<file path="config.mk">
export PLATFORM = sky130hd
export DESIGN_NAME = l2g_ctrl
export DESIGN_NICKNAME = d
export VERILOG_FILES = /design/src/sv/l2g_pkg.sv /design/src/sv/l2g_ctrl.sv
export SDC_FILE = /design/constraint.sdc
export NUM_CORES = 1
export LEC_CHECK = 0
export BUFFER_PORTS_ARGS = -buffer_cell sky130_fd_sc_hd__buf_4
export CORE_AREA = 2 2 39 41
export CTS_BUF_LIST = sky130_fd_sc_hd__clkbuf_8 sky130_fd_sc_hd__clkbuf_16
export DETAILED_ROUTE_END_ITERATION = 6
export DIE_AREA = 0 0 41 43
export PLACE_DENSITY = 0.61
export RECOVER_POWER = 100
export SYNTH_ARGS = -nofsm -noshare
export SYNTH_HDL_FRONTEND = slang
export SYNTH_SLANG_ARGS = --single-unit
export TNS_END_PERCENT = 100
</file>
<file path="constraint.sdc">
create_clock -name clk -period 2.63 [get_ports clk]
set_clock_uncertainty 0.05 [all_clocks]
set_input_delay 0.526 -clock clk [delete_from_list [all_inputs] [get_ports clk]]
set_output_delay 0.526 -clock clk [all_outputs]
set_load 0.005 [all_outputs]
</file>
<file path="src/sv/l2g_pkg.sv">
`default_nettype none

package l2g_pkg;

	// Fixed arithmetic of the grey value and the level scale.
	localparam int LEVELS       = 24;
	localparam int LVL_W        = 5;
	localparam int LUMA_W       = 18;
	localparam int GREY_W       = 26;
	localparam int HEIGHT_LIMIT = 4096;
	localparam int Y_W          = 12;
	localparam logic [GREY_W-1:0] GREY_FULL = 26'd65025000;

	// Configuration register indexes.
	localparam int CFG_IDX_W = 3;
	localparam logic [CFG_IDX_W-1:0] CFG_IMAGE_WIDTH  = 3'd0;
	localparam logic [CFG_IDX_W-1:0] CFG_IMAGE_HEIGHT = 3'd1;
	localparam logic [CFG_IDX_W-1:0] CFG_BLOCK_WIDTH  = 3'd2;
	localparam logic [CFG_IDX_W-1:0] CFG_BLOCK_HEIGHT = 3'd3;
	localparam logic [CFG_IDX_W-1:0] CFG_INVERT       = 3'd4;
	localparam logic [CFG_IDX_W-1:0] CFG_GLYPH_SET    = 3'd5;
	localparam int CFG_DATA_W = 13;

	// Two glyph sets, darkest first, as ASCII codes.
	localparam logic [7:0] GLYPH_ROM [2][LEVELS] = '{
		'{8'h20, 8'h60, 8'h27, 8'h2E, 8'h3A, 8'h3B, 8'h2D, 8'h7E,
		  8'h22, 8'h3C, 8'h2B, 8'h2A, 8'h75, 8'h6F, 8'h78, 8'h61,
		  8'h4E, 8'h26, 8'h38, 8'h24, 8'h25, 8'h23, 8'h57, 8'h40},
		'{8'h20, 8'h60, 8'h27, 8'h2E, 8'h2D, 8'h7E, 8'h22, 8'h3A,
		  8'h3B, 8'h3C, 8'h2B, 8'h2A, 8'h75, 8'h6F, 8'h78, 8'h61,
		  8'h4E, 8'h26, 8'h38, 8'h24, 8'h25, 8'h23, 8'h57, 8'h40}
	};

	typedef struct packed {
		logic [7:0] red;
		logic [7:0] green;
		logic [7:0] blue;
		logic [7:0] alpha;
		logic       frame_start;
	} pixel_t;

	typedef struct packed {
		logic [7:0]       glyph;
		logic [LVL_W-1:0] level;
		logic             row_end;
		logic             image_end;
	} glyph_out_t;

	typedef struct packed {
		logic [10:0] image_width;
		logic [12:0] image_height;
		logic [6:0]  block_width;
		logic [6:0]  block_height;
		logic        invert;
		logic        glyph_set;
	} cfg_t;

	// Commands from the controller to the datapath.
	typedef struct packed {
		logic load;
		logic luma;
		logic grey;
		logic acc;
		logic den_init;
		logic step;
		logic out_load;
	} ctrl_cmd_t;

	// Status from the datapath to the controller.
	typedef struct packed {
		logic block_done;
		logic search_more;
	} ctrl_sts_t;

endpackage

`default_nettype wire

</file>
<file path="src/sv/l2g_ctrl.sv">
`default_nettype none

module l2g_ctrl import l2g_pkg::*; (
	input  wire logic      clk,
	input  wire logic      arst_n,
	input  wire logic      in_valid,
	output logic           in_ready,
	output logic           out_valid,
	input  wire logic      out_ready,
	input  wire ctrl_sts_t sts,
	output ctrl_cmd_t      cmd
);

	typedef enum logic [5:0] {
		S_IDLE = 6'b000001,
		S_LUMA = 6'b000010,
		S_GREY = 6'b000100,
		S_ACC  = 6'b001000,
		S_DEN  = 6'b010000,
		S_SRCH = 6'b100000
	} state_t;

	state_t state_q, state_d;
	logic   out_valid_q;
	logic   out_busy;

	assign in_ready  = (state_q == S_IDLE);
	assign out_valid = out_valid_q;
	// The output register can take a new beat in the cycle its old beat leaves.
	assign out_busy  = out_valid_q && !out_ready;

	// Next state and commands.
	always_comb begin
		state_d = state_q;
		cmd     = '0;
		case (state_q)
			S_IDLE: begin
				if (in_valid) begin
					cmd.load = 1'b1;
					state_d  = S_LUMA;
				end
			end
			S_LUMA: begin
				cmd.luma = 1'b1;
				state_d  = S_GREY;
			end
			S_GREY: begin
				cmd.grey = 1'b1;
				state_d  = S_ACC;
			end
			S_ACC: begin
				cmd.acc = 1'b1;
				state_d = sts.block_done ? S_DEN : S_IDLE;
			end
			S_DEN: begin
				cmd.den_init = 1'b1;
				state_d      = S_SRCH;
			end
			S_SRCH: begin
				if (sts.search_more) begin
					cmd.step = 1'b1;
				end else if (!out_busy) begin
					cmd.out_load = 1'b1;
					state_d      = S_IDLE;
				end
			end
			default: begin
				state_d = S_IDLE;
			end
		endcase
	end

	// State register and output valid flag.
	always_ff @(posedge clk or negedge arst_n) begin
		if (!arst_n) begin
			state_q     <= S_IDLE;
			out_valid_q <= 1'b0;
		end else begin
			state_q <= state_d;
			if (cmd.out_load) begin
				out_valid_q <= 1'b1;
			end else if (out_ready) begin
				out_valid_q <= 1'b0;
			end
		end
	end

endmodule

`default_nettype wire

</file>
==> results_tabular.tex <==
\begin{tabular}{lr}
\hline
Metric & Value \\
\hline
\multicolumn{2}{l}{\textbf{STA}} \\
\quad Part of the cycle the worst path needs & 0.957 \\
\quad Unrepaired setup endpoints after global routing & false \\
\quad Slew at the pin closest to its max-slew limit & 0.402 ns \\
\quad Setup TNS & 0 ns \\
\quad Final Hold Vio Count & 0 \\
\quad Relative slew margins & 0.732 \\
\quad Worst hold margin & 0.144 ns \\
\quad Clock period minus final worst setup slack & approximately 2.5 ns \\
\quad Fmax & 0.398 GHz \\
\quad Setup violation total in the final timing report & 0 \\
\quad Worst Slack Setup Final & about 0.11 ns \\
\quad Pins Over Slew Limit & 0 \\
\multicolumn{2}{l}{\textbf{Pwr}} \\
\quad Power per cell area & 866 mW/mm² \\
\quad P\_sw & 145 µW \\
\quad Internal Dissipation & approximately 330 µW \\
\quad Sequential power share & 0.350 \\
\quad Clock share of power & 0.309 \\
\quad Power after layout & 478 µW \\
\quad Leakage power & around 0.00026 µW \\
\quad Maximum VDD drop & 360 µV \\
\quad Relative contribution of combinational cells to total power & 0.341 \\
\quad Switching Share & 0.303 \\
\multicolumn{2}{l}{\textbf{Yosys}} \\
\quad Cell variety after synth & 21 \\
\quad Ys Warns & 0 \\
\quad Post-synthesis instance total & 36 \\
\quad Mean cell area of the mapped netlist & about 11 µm² \\
\quad Post-synthesis sequential element count & 7 \\
\quad Synthesized Nets & 42 \\
\quad Netlist area before placement & 395 µm² \\
\quad Sequential area share after synthesis & 0.446 \\
\multicolumn{2}{l}{\textbf{Setup path}} \\
\quad Maximum net fanout on the critical path & 8 \\
\quad Setup crit start & state\_q[1]\$\_DFFE\_PN0P\_ \\
\quad Required time of the worst setup path & $\sim$2.1 ns \\
\quad Startpoint of the worst-slack reg-to-reg timing path & state\_q[4]\$\_DFFE\_PN0P\_ \\
\quad Classification of the worst setup path & reg2out \\
\quad Critical Path Sink Type & output port \\
\quad Worst path arrival time & 1.94 ns \\
\quad Cell depth of the worst flop-to-flop path & 3 \\
\quad Capture point of the worst reg-to-reg path & state\_q[0]\$\_DFFE\_PN1P\_ \\
\quad Crit path capture & cmd[0] \\
\quad R2R setup slack & 0.86 ns \\
\quad Nature of the critical path startpoint & flip-flop \\
\multicolumn{2}{l}{\textbf{Clocking}} \\
\quad Post CTS Setup Buffer Count & 0 \\
\quad Skew-Pair Late Insertion Delay & 0.23 ns \\
\quad H-tree levels & 1 \\
\quad Sinks on the clock net & 7 \\
\quad TritonCTS clock tree & done \\
\quad Clock slew at reported path FFs & 0.04 ns \\
\quad CTS Buffer Depth & 2 \\
\quad Number of buffers inserted during clock tree synthesis & 3 \\
\quad \# hold bufs at CTS & 0 \\
\quad Number of instances resized during post-cts repair & 0 \\
\quad Master cell of the clock root buffer & clkbuf\_8 \\
\multicolumn{2}{l}{\textbf{Final layout}} \\
\quad Area occupied by registers & 176 µm² \\
\quad Layout area overhead & 39.6\% \\
\quad Layout cell share with drive strength beyond 1 & 0.352 \\
\quad Total Nets Final & about 60 \\
\quad Number of fill cells in the layout & 145 \\
\quad Cell area after layout & 552 µm² \\
\quad Antenna diode count & 0 \\
\quad Combined area of the multi-input logic cells & about 210 µm² \\
\multicolumn{2}{l}{\textbf{Routing}} \\
\quad Number of iterations in the first detailed-routing pass & 3 \\
\quad Antenna viol nets, final & 0 \\
\quad Initial DRC count & 8 \\
\quad Routed WL & 864 µm \\
\quad Average via count per standard cell & 5.00 \\
\quad Total vias in the final route & 350 \\
\quad \# DRC & 0 \\
\quad Routed length per placed instance & about 12 µm \\
\multicolumn{2}{l}{\textbf{Die}} \\
\quad Die boundary width & 41 µm \\
\quad Total I/O pin count & 15 \\
\quad Core footprint & 0.00138 mm² \\
\quad Overall die height & 43 µm \\
\quad Cell row count & 14 \\
\quad Initial core utilization & 0.286 \\
\quad Floorplan die area & $\sim$0.0018 mm² \\
\multicolumn{2}{l}{\textbf{Run}} \\
\quad Maxcap violations & 0 \\
\multicolumn{2}{l}{\textbf{Global route}} \\
\quad All-Layer GR Usage & 0.134 \\
\quad Total overflow reported by the global router & 0 \\
\quad Pin count of the biggest net entering global routing & 9 \\
\quad Initial antenna violation count & 0 \\
\quad Wire length of the first global-routing pass & 1.43 mm \\
\quad Via count of the first global-routing pass & 321 \\
\multicolumn{2}{l}{\textbf{Place}} \\
\quad Post-DP HPWL & 658 µm \\
\quad \# port buffers & 14 \\
\quad Post-place setup slack & 0.372 ns \\
\quad Dpl cell area & 520 µm² \\
\quad Last weighted congestion value of the routability-driven placer & approximately 0.7 \\
\multicolumn{2}{l}{\textbf{Run status}} \\
\quad Run status & completed \\
\multicolumn{2}{l}{\textbf{Hold path}} \\
\quad Class of the tightest hold or removal check & in2async \\
\hline
\end{tabular}
## synthesized netlist by cell type
cell      number  share of area
or3b_4         1          0.028
o21ai_0        1          0.013
or4_1          1          0.019
a311oi_1       1          0.022
o31ai_1        1          0.019
nor2_1         2          0.019
xnor2_1        1          0.022
and3b_1        1          0.022
nand2b_1       2          0.032
nor3b_1        3          0.057
dfstp_2        1          0.066
or4_4          2          0.057
and2_1         3          0.047
nor3_1         1          0.013
dfrtp_1        6           0.38
o21ai_1        1          0.013
inv_1          1         0.0095
nor3b_2        2          0.063
or4b_1         1          0.025
o311a_1        1          0.025
nor2b_1        3          0.047
## power groups by stage
stage | logic [µW] | clock network, µW | registers [µW]
floorplan | 113 | 0 | 159
global placement | 169 | 0 | 166
detailed placement | 172 | 0 | 168
CTS | 174 | 153 | 167
global route | 183 | 160 | 174
finish | 163 | 147 | 167
## logic make-up after synthesis
logic type | count (synthesis) | synth area share
and+or+nand+nor | 22 | 0.430
DFF | 7 | 0.446
AOI/OAI and AO/OA | 5 | 0.0918
xor gates and xnor gates | 1 | 0.0222
buffers and inverters | 1 | 0.00948
## cells in the final DEF, fill, tap and decap left out, drive strengths merged, types with 2 or more instances in the layout
master	netlist	routed
and2	3	3
buf	0	9
clkbuf	0	8
dfrtp	6	6
inv	1	2
nand2b	2	2
nor2	2	2
nor2b	3	3
nor3b	5	5
o21ai	2	2
or4	3	3
## how the worst min path moves through the flow
stage / startpoint / endpoint / slack (ns) / depth (start not counted)
6_report: arst_n / state_q[4]$_DFFE_PN0P_ / 0.14 / 1
5_1_grt: arst_n / state_q[4]$_DFFE_PN0P_ / 0.16 / 1
4_1_cts: arst_n / state_q[4]$_DFFE_PN0P_ / 0.05 / 1
3_5_place_dp: arst_n / state_q[4]$_DFFE_PN0P_ / 0.30 / 1
3_3_place_gp: arst_n / state_q[4]$_DFFE_PN0P_ / 0.30 / 1
2_1_floorplan: arst_n / out_valid$_DFFE_PN0P_ / 0.18 / 0
## through the flow
step / std cells / utilization
after floorplan: 36 / -
after global placement: 66 / 0.376
after detailed placement: 66 / 0.376
after CTS: 70 / 0.409
after global routing: 70 / 0.399
final: 70 / 0.399
## state kept, by name, summed over array words and instances, names as in the netlist
signal and flops:
state_q 6, out_valid 1
## per-layer routing
layer,track usage,share of wire
met1,0.159,0.44
met2,0.178,0.46
met3,0.0314,0.057
met4,0.140,0.044
met5,0,0
## layout make-up
cell class	count	share of cell area
multi-input combinational	28	0.379
sequential	7	0.320
timing repair buffer	14	0.177
clock buffer	3	0.0748
tap	16	0.0363
clock inverter	1	0.00680
inverter	1	0.00680
## worst max-delay path, stage by stage (launching register included)
cell and delay [ns]:
dfrtp_1 0.44, or4_4 0.55, or3b_1 0.42, nor3b_2 0.18, buf_4 0.13
Note: power is estimated with default switching activity, not from simulation.
